$ cat src/hdl/bcr_tick_pkg.sv
// Shared types and constants for the battery current regulator tick block.
package bcr_tick_pkg;

  localparam int DUTY_W   = 10;
  localparam int SUM_W    = 16;
  localparam int TOTAL_W  = 32;
  localparam int ACC_W    = 24;
  localparam int TICK_W   = 8;
  localparam int SEC_W    = 6;
  localparam int MIN_W    = 8;
  localparam int AVG_N_W  = 8;
  localparam int CFG_IDX_W = 2;

  localparam logic [DUTY_W-1:0] DUTY_MAX         = 10'd1023;
  localparam logic [TICK_W-1:0] TICKS_PER_SECOND = 8'd200;
  localparam logic [SEC_W-1:0]  SECONDS_PER_MIN  = 6'd60;

  localparam logic [1:0] MODE_IDLE         = 2'd0;
  localparam logic [1:0] MODE_DISCHARGE_CC = 2'd1;
  localparam logic [1:0] MODE_CHARGE_CC    = 2'd2;
  localparam logic [1:0] MODE_CHARGE_CV    = 2'd3;

  localparam logic [CFG_IDX_W-1:0] REG_ZERO_OFFSET    = 2'd0;
  localparam logic [CFG_IDX_W-1:0] REG_CURRENT_TARGET = 2'd1;
  localparam logic [CFG_IDX_W-1:0] REG_VOLTAGE_TARGET = 2'd2;

  typedef struct packed {
    logic [1:0]       mode;
    logic [SUM_W-1:0] voltage_sum;
    logic [SUM_W-1:0] current_sum;
    logic             restart;
  } in_t;

  typedef struct packed {
    logic [DUTY_W-1:0]  charge_duty;
    logic [DUTY_W-1:0]  discharge_duty;
    logic [TOTAL_W-1:0] charge_total;
    logic               duty_error;
    logic [SUM_W-1:0]   slow_voltage;
    logic [SUM_W-1:0]   slow_current;
    logic               averages_updated;
    logic [SEC_W-1:0]   seconds;
    logic [MIN_W-1:0]   minutes;
  } out_t;

endpackage

$ cat src/hdl/battery_current_regulator_tick.sv
// Battery current regulator: one control step per 5 ms tick transaction.
//
// Usage:
//   in_*  : valid/ready channel carrying mode, ADC voltage and current sums
//           and a restart flag for one tick.
//   out_* : valid/ready channel carrying both PWM duties, the charge total,
//           the sticky duty error, 256-tick averages and the run clock.
//   cfg_* : write-only register port (zero offset, current target, voltage
//           target), written while no transaction is in flight.
// The output register captures a transaction's result at the edge that
// accepts it. Throughput is one transaction per cycle while the receiver
// takes each result; the control step is a single pass of add, compare
// and increment logic between the state registers and the output register.
// When the receiver stalls, the output register holds its result and
// in_ready drops until the result is taken; a new transaction is accepted
// in the same cycle the held result leaves.
// Synchronous active-low reset clears all regulator state, the
// configuration registers and the output valid.
module battery_current_regulator_tick
  import bcr_tick_pkg::*;
(
  input  logic                 clk,
  input  logic                 rst_n,
  input  logic                 in_valid,
  output logic                 in_ready,
  input  in_t                  in_data,
  output logic                 out_valid,
  input  logic                 out_ready,
  output out_t                 out_data,
  input  logic                 cfg_we,
  input  logic [CFG_IDX_W-1:0] cfg_idx,
  input  logic [SUM_W-1:0]     cfg_wdata
);

  logic [SUM_W-1:0]   zero_off_r, cur_tgt_r, volt_tgt_r;
  logic [DUTY_W-1:0]  chg_duty_r, dis_duty_r;
  logic [TOTAL_W-1:0] total_r;
  logic               err_r, cv_phase_r;
  logic [TICK_W-1:0]  tick_r;
  logic [SEC_W-1:0]   sec_r;
  logic [MIN_W-1:0]   min_r;
  logic [AVG_N_W-1:0] avg_tick_r;
  logic [ACC_W-1:0]   vacc_r, cacc_r;
  logic [SUM_W-1:0]   vavg_r, cavg_r;
  logic               out_valid_r;
  out_t               out_r;

  logic [DUTY_W-1:0]  chg_duty_nxt, dis_duty_nxt;
  logic [TOTAL_W-1:0] total_nxt;
  logic               err_nxt, cv_phase_nxt;
  logic [TICK_W-1:0]  tick_nxt;
  logic [SEC_W-1:0]   sec_nxt;
  logic [MIN_W-1:0]   min_nxt;
  logic [AVG_N_W-1:0] avg_tick_nxt;
  logic [ACC_W-1:0]   vacc_nxt, cacc_nxt, vsum_acc, csum_acc;
  logic [SUM_W-1:0]   vavg_nxt, cavg_nxt;
  logic               updated;

  logic               in_fire;
  logic [TOTAL_W-1:0] total_base;
  logic               err_base;
  logic [SEC_W-1:0]   sec_base;
  logic [MIN_W-1:0]   min_base;
  logic [SUM_W:0]     dis_diff, chg_diff;
  logic [SUM_W-1:0]   dis_mag;
  logic               chg_pos, dis_over, chg_over, cv_over;

  assign in_ready  = !out_valid_r || out_ready;
  assign in_fire   = in_valid && in_ready;
  assign out_valid = out_valid_r;
  assign out_data  = out_r;

  always_comb begin
    total_base = in_data.restart ? '0 : total_r;
    err_base   = in_data.restart ? 1'b0 : err_r;
    sec_base   = in_data.restart ? '0 : sec_r;
    min_base   = in_data.restart ? '0 : min_r;

    tick_nxt = tick_r + TICK_W'(1);
    sec_nxt  = sec_base;
    min_nxt  = min_base;
    if ({1'b0, tick_r} + 9'd1 >= {1'b0, TICKS_PER_SECOND}) begin
      tick_nxt = '0;
      if ({1'b0, sec_base} + 7'd1 >= {1'b0, SECONDS_PER_MIN}) begin
        sec_nxt = '0;
        min_nxt = min_base + MIN_W'(1);
      end else begin
        sec_nxt = sec_base + SEC_W'(1);
      end
    end

    cv_phase_nxt = !cv_phase_r;

    vsum_acc     = vacc_r + ACC_W'(in_data.voltage_sum);
    csum_acc     = cacc_r + ACC_W'(in_data.current_sum);
    avg_tick_nxt = avg_tick_r + AVG_N_W'(1);
    updated      = (avg_tick_nxt == '0);
    vacc_nxt     = updated ? '0 : vsum_acc;
    cacc_nxt     = updated ? '0 : csum_acc;
    vavg_nxt     = updated ? vsum_acc[ACC_W-1:ACC_W-SUM_W] : vavg_r;
    cavg_nxt     = updated ? csum_acc[ACC_W-1:ACC_W-SUM_W] : cavg_r;

    dis_diff = {1'b0, in_data.current_sum} - {1'b0, zero_off_r};
    dis_mag  = dis_diff[SUM_W] ? '0 : dis_diff[SUM_W-1:0];
    dis_over = dis_mag > cur_tgt_r;
    chg_diff = {1'b0, zero_off_r} - {1'b0, in_data.current_sum};
    chg_pos  = !chg_diff[SUM_W] && (chg_diff[SUM_W-1:0] != '0);
    chg_over = chg_pos && (chg_diff[SUM_W-1:0] > cur_tgt_r);
    cv_over  = (in_data.mode == MODE_CHARGE_CV) && cv_phase_nxt &&
               (in_data.voltage_sum > volt_tgt_r);

    chg_duty_nxt = chg_duty_r;
    dis_duty_nxt = dis_duty_r;
    total_nxt    = total_base;
    err_nxt      = err_base;

    case (in_data.mode)
      MODE_DISCHARGE_CC: begin
        total_nxt = total_base + TOTAL_W'(dis_mag);
        if (dis_over) begin
          if (dis_duty_r != '0) dis_duty_nxt = dis_duty_r - DUTY_W'(1);
        end else if (dis_duty_r >= DUTY_MAX) begin
          dis_duty_nxt = DUTY_MAX;
          err_nxt      = 1'b1;
        end else begin
          dis_duty_nxt = dis_duty_r + DUTY_W'(1);
        end
      end
      MODE_CHARGE_CC, MODE_CHARGE_CV: begin
        if (chg_pos) total_nxt = total_base + TOTAL_W'(chg_diff[SUM_W-1:0]);
        if (chg_over || cv_over) begin
          if (chg_duty_r != '0) chg_duty_nxt = chg_duty_r - DUTY_W'(1);
        end else if (chg_duty_r >= DUTY_MAX) begin
          chg_duty_nxt = DUTY_MAX;
          err_nxt      = 1'b1;
        end else begin
          chg_duty_nxt = chg_duty_r + DUTY_W'(1);
        end
      end
      default: begin
        chg_duty_nxt = '0;
        dis_duty_nxt = '0;
      end
    endcase
  end

  always_ff @(posedge clk) begin
    if (!rst_n) begin
      zero_off_r <= '0;
      cur_tgt_r  <= '0;
      volt_tgt_r <= '0;
    end else if (cfg_we) begin
      case (cfg_idx)
        REG_ZERO_OFFSET:    zero_off_r <= cfg_wdata;
        REG_CURRENT_TARGET: cur_tgt_r  <= cfg_wdata;
        REG_VOLTAGE_TARGET: volt_tgt_r <= cfg_wdata;
        default: ;
      endcase
    end
  end

  always_ff @(posedge clk) begin
    if (!rst_n) begin
      chg_duty_r  <= '0;
      dis_duty_r  <= '0;
      total_r     <= '0;
      err_r       <= 1'b0;
      cv_phase_r  <= 1'b0;
      tick_r      <= '0;
      sec_r       <= '0;
      min_r       <= '0;
      avg_tick_r  <= '0;
      vacc_r      <= '0;
      cacc_r      <= '0;
      vavg_r      <= '0;
      cavg_r      <= '0;
      out_valid_r <= 1'b0;
    end else begin
      if (in_fire) begin
        chg_duty_r  <= chg_duty_nxt;
        dis_duty_r  <= dis_duty_nxt;
        total_r     <= total_nxt;
        err_r       <= err_nxt;
        cv_phase_r  <= cv_phase_nxt;
        tick_r      <= tick_nxt;
        sec_r       <= sec_nxt;
        min_r       <= min_nxt;
        avg_tick_r  <= avg_tick_nxt;
        vacc_r      <= vacc_nxt;
        cacc_r      <= cacc_nxt;
        vavg_r      <= vavg_nxt;
        cavg_r      <= cavg_nxt;
        out_valid_r <= 1'b1;
      end else if (out_ready) begin
        out_valid_r <= 1'b0;
      end
    end
  end

  always_ff @(posedge clk) begin
    if (in_fire) begin
      out_r.charge_duty      <= chg_duty_nxt;
      out_r.discharge_duty   <= dis_duty_nxt;
      out_r.charge_total     <= total_nxt;
      out_r.duty_error       <= err_nxt;
      out_r.slow_voltage     <= vavg_nxt;
      out_r.slow_current     <= cavg_nxt;
      out_r.averages_updated <= updated;
      out_r.seconds          <= sec_nxt;
      out_r.minutes          <= min_nxt;
    end
  end

`ifndef SYNTHESIS
  a_sec_range: assert property (@(posedge clk) disable iff (!rst_n)
    sec_r < SECONDS_PER_MIN)
    else $error("seconds counter out of range");

  a_tick_range: assert property (@(posedge clk) disable iff (!rst_n)
    tick_r < TICKS_PER_SECOND)
    else $error("tick counter out of range");

  a_err_rise: assert property (@(posedge clk) disable iff (!rst_n)
    $rose(err_r) |-> (chg_duty_r == DUTY_MAX || dis_duty_r == DUTY_MAX))
    else $error("duty error set without a saturated duty");

  a_idle_zero: assert property (@(posedge clk) disable iff (!rst_n)
    in_fire && in_data.mode == MODE_IDLE |=> chg_duty_r == '0 && dis_duty_r == '0)
    else $error("idle mode left a duty nonzero");

  a_avg_flag: assert property (@(posedge clk) disable iff (!rst_n)
    in_fire |=> out_r.averages_updated == (avg_tick_r == '0))
    else $error("average update flag out of step with block counter");
`endif

endmodule
$ cat config.mk
export PLATFORM = sky130hd
export DESIGN_NAME = battery_current_regulator_tick
export DESIGN_NICKNAME = d
export VERILOG_FILES = /design/src/hdl/bcr_tick_pkg.sv /design/src/hdl/battery_current_regulator_tick.sv
export SDC_FILE = /design/constraint.sdc
export NUM_CORES = 1
export LEC_CHECK = 0
export CORE_MARGIN = 4
export CORE_UTILIZATION = 45
export CTS_CLUSTER_SIZE = 24
export DETAILED_ROUTE_END_ITERATION = 8
export DONT_BUFFER_PORTS = 1
export SLEW_MARGIN = 20
export SYNTH_ARGS = -nofsm -noshare
export SYNTH_HDL_FRONTEND = slang
export SYNTH_SLANG_ARGS = --single-unit
$ cat constraint.sdc
create_clock -name clk -period 6.95 [get_ports clk]
set_input_delay 1.39 -clock clk [delete_from_list [all_inputs] [get_ports clk]]
set_output_delay 1.39 -clock clk [all_outputs]
set_load 0.02 [all_outputs]
==> flow_metrics.py <==
metrics = {
    "sta": {
        "worst_slew_pin_slew_ns": 1.05,
        "drv_slew": 0,
        "slew_headroom_pct": 29.7,
        "final.setup_skew_ns": 0.0210,
        "hold_ws_ns": 0.453,
        "setup_viol": 0,
        "hold_viol_final": 0,
        "max_freq_mhz": 158,
        "setup_tns_ns": 0,
        "rsz0062_at_grt": "false",
        "min_period_over_period_pct": 91.2,
        "min_period_ns": 6.34,
    },
    "grt": {
        "grt_pass1_wl_mm": 94.2,
        "grt_pass1_vias": 17100,
        "globalRoute.totalOverflow": 0,
        "antenna_found_initial": 0,
        "grt_util_all_layers_pct": 23.1,
        "grt_max_degree": 126,
    },
    "synth": {
        "synthSimpleGateAreaFrac_pct": 22.1,
        "syn_avg_cell_area_um2": 8.06,
        "synth_edf_count": 100,
        "ys_seq_area_share_pct": 35.3,
        "synth_cell_types": 88,
        "syn_inst": 2553,
        "synth_compound_area_share_pct": 21.6,
        "yosysWarningCount": 0,
        "ys_seq_elements": 313,
        "synth_nets": 2758,
        "ys.flop_type": "dfxtp_1",
        "async_flop_share_pct": 0,
        "synthAdderAreaFrac_pct": 9.25,
        "synth-xor-area-share_pct": 5.10,
        "synth_top_family_by_area": "simple AND/OR/NAND/NOR gates",
        "synth.cell_area_um2": 20600,
        "synthMuxAreaShare_pct": 1.53,
    },
    "finish": {
        "syn2layout_area_growth_pct": 7.91,
        "stdcell_area_um2": 22200,
        "nNetsFinal": 2677,
        "final_core_util_pct": 49.1,
        "drive_gt1_share_pct": 5.16,
        "n_antenna_cell": 0,
    },
    "clock_tree": {
        "cts_setup_buffers": 0,
        "root_buffer": "clkbuf_16",
        "postCtsHoldBufs": 0,
        "clock_path_buffers": 3,
        "clk_latency_ns": 0.56,
        "cts_sinks": 313,
        "cts_resized": 0,
        "path_clk_slew_ns": 0.06,
        "cts_tree": "yes",
        "htreeDepth": 2,
        "cts_buffers": 38,
    },
    "place": {
        "hpwl_mm": 42.8,
        "placed_cell_area_um2": 21000,
        "io_buffers": 0,
        "gp_congestion": 0.935,
    },
    "critical_path": {
        "criticalPathCategory": "in -> reg",
        "critPathLaunchType": "input pin",
        "critPathMaxFanout": 15,
        "required_ns": 7.36,
        "arrival_ns": 6.75,
        "end_kind": "flop",
    },
    "die": {
        "die_y_um": 222,
        "rows": 78,
        "chipWidth_um": 222,
        "io_pins": 160,
        "start_util_pct": 45.5,
        "dieArea_um2": 49200,
        "coreArea_um2": 45300,
    },
    "power_and_ir_drop": {
        "powerDensity_nw_per_um2": 232,
        "power_mw": 5.15,
        "p_leak_nw": 8.66,
        "ir_worst_vdd_mv": 0.208,
    },
    "routing": {
        "wl_per_cell_um": 19.1,
        "drc": 0,
        "drtPass1Iterations": 7,
        "wl_mm": 59.2,
        "vias_per_cell": 5.89,
        "drt_iter0_markers": 1334,
        "vias": 18300,
        "ant_nets": 0,
    },
    "job": {
        "cap_violations": 0,
    },
    "outcome": {
        "status": "complete, no violations",
    },
    "hold_path": {
        "hold_path.class": "reg -> reg",
    },
}
-- sequential cells by signal, summed over array words and instances (netlist names), 8 cells and up --
register	flops
min_r	8
cavg_r	16
cacc_r	24
tick_r	8
zero_off_r	16
vavg_r	16
out_data	100
dis_duty_r	10
total_r	32
volt_tgt_r	16
cur_tgt_r	16
chg_duty_r	10
avg_tick_r	8
vacc_r	24
-- per-stage QoR --
stage,instances,setup WS (ns)
6_report,3101,0.612
5_1_grt,3101,0.206
3_3_place_gp,3032,0.238
2_1_floorplan,2553,0.852
3_5_place_dp,3032,0.128
4_1_cts,3101,0.691
-- cell usage after synthesis (all sizes together) (22+ instances only) --
master | n | share of area (%)
nor2b | 37 | 1.1
o21ai | 144 | 3.5
xnor2 | 68 | 2.9
and2 | 26 | 0.79
ha | 141 | 8.6
xor2 | 52 | 2.2
nand2 | 360 | 6.6
buf | 28 | 0.61
a31oi | 23 | 0.70
edfxtp | 100 | 15
a211oi | 42 | 1.6
and3 | 40 | 1.2
inv | 129 | 2.4
dfxtp | 213 | 21
nor3 | 68 | 1.7
o31ai | 24 | 0.88
nor2 | 230 | 4.2
clkbuf | 115 | 2.1
a21o | 48 | 1.8
or3 | 22 | 0.67
a21oi | 220 | 5.4
nand3 | 81 | 2.0
-- per-layer routing --
metal | vias to the layer above | track usage (%) | share of wire, %
met1 | 8644 | 31.7 | 46
met3 | 101 | 5.26 | 6.9
li1 | 8966 | - | -
met2 | 548 | 36.9 | 45
met5 | - | 0 | 0
met4 | 0 | 6.18 | 2.4
-- cells by family (layout without fill, tap and decap cells) --
logic type,after synthesis,in the layout
and+or+nand+nor,981,981
AOI/OAI and AO/OA,686,686
DFF,313,313
buffers and inverters,275,223
adders and majority gates,149,149
xor gates and xnor gates,120,120
muxes,29,29
-- placed cells by master (no fill, tap or decap), types with 17 or more instances in the layout --
| master | synthesis | final |
|---|---|---|
| a211oi_1 | 41 | 41 |
| a21o_1 | 48 | 48 |
| a21oi_1 | 219 | 219 |
| a22oi_1 | 20 | 20 |
| a31oi_1 | 23 | 23 |
| and2_1 | 24 | 24 |
| and3_1 | 40 | 40 |
| buf_4 | 3 | 21 |
| clkbuf_16 | 0 | 38 |
| dfxtp_1 | 213 | 213 |
| edfxtp_1 | 100 | 100 |
| ha_1 | 141 | 141 |
| inv_1 | 129 | 128 |
| mux2i_1 | 18 | 18 |
| nand2_1 | 360 | 359 |
| nand3_1 | 81 | 80 |
| nand4_1 | 20 | 20 |
| nor2_1 | 230 | 229 |
| nor2b_1 | 37 | 37 |
| nor3_1 | 67 | 67 |
| nor4_1 | 20 | 20 |
| o211ai_1 | 17 | 17 |
| o21a_1 | 20 | 20 |
| o21ai_0 | 127 | 127 |
| o31ai_1 | 24 | 24 |
| or3_1 | 22 | 22 |
| xnor2_1 | 68 | 68 |
| xor2_1 | 52 | 52 |
-- critical path, cell delays in order --
cell and delay, ns:
inv_1 0.04, ha_1 0.16, inv_1 0.05, fa_1 0.42, a21o_1 0.23, a221o_1 0.35
o211ai_1 0.40, and2_1 0.44, nor2_1 0.14, ha_1 0.36, nor2b_1 0.16, o21ai_0 0.23
a21oi_1 0.12, o21ai_0 0.28, nor4_1 0.10, nor4b_1 0.45, o31ai_1 0.16, o21ai_1 0.32
o21a_1 0.54, o211a_1 0.26, a41o_1 0.11
-- where the power goes --
| group | internal (mW) | leakage [nW] | switching, mW |
|---|---|---|---|
| Combinational | 0.411 | 5.33 | 0.667 |
| Sequential | 1.99 | 2.74 | 0.120 |
| Clock | 1.13 | 0.593 | 0.822 |
| Total | 3.54 | 8.66 | 1.61 |
-- worst paths after layout --
kind              slack [ns]                      end  cells after the start                        from
hold reg to reg         0.45  total_r[3]$_SDFFE_PN0P_                      2     total_r[3]$_SDFFE_PN0P_
setup reg to reg        1.10   out_data[70]$_DFFE_PP_                     20  zero_off_r[0]$_SDFFE_PN0P_
hold / removal          0.45  total_r[3]$_SDFFE_PN0P_                      2     total_r[3]$_SDFFE_PN0P_
setup / recovery        0.61   out_data[70]$_DFFE_PP_                     21                  in_data[1]
-- area by class of cell --
cell class	count	area, um^2
multi-input cells	1965	12300
flip-flops and latches	313	7270
inverters	132	505
repair buffers	22	178
clock inverters	21	188
clock buffers	48	1030
well taps	600	751
fillers	4363	23100
Note: power is estimated with default switching activity, not from simulation.
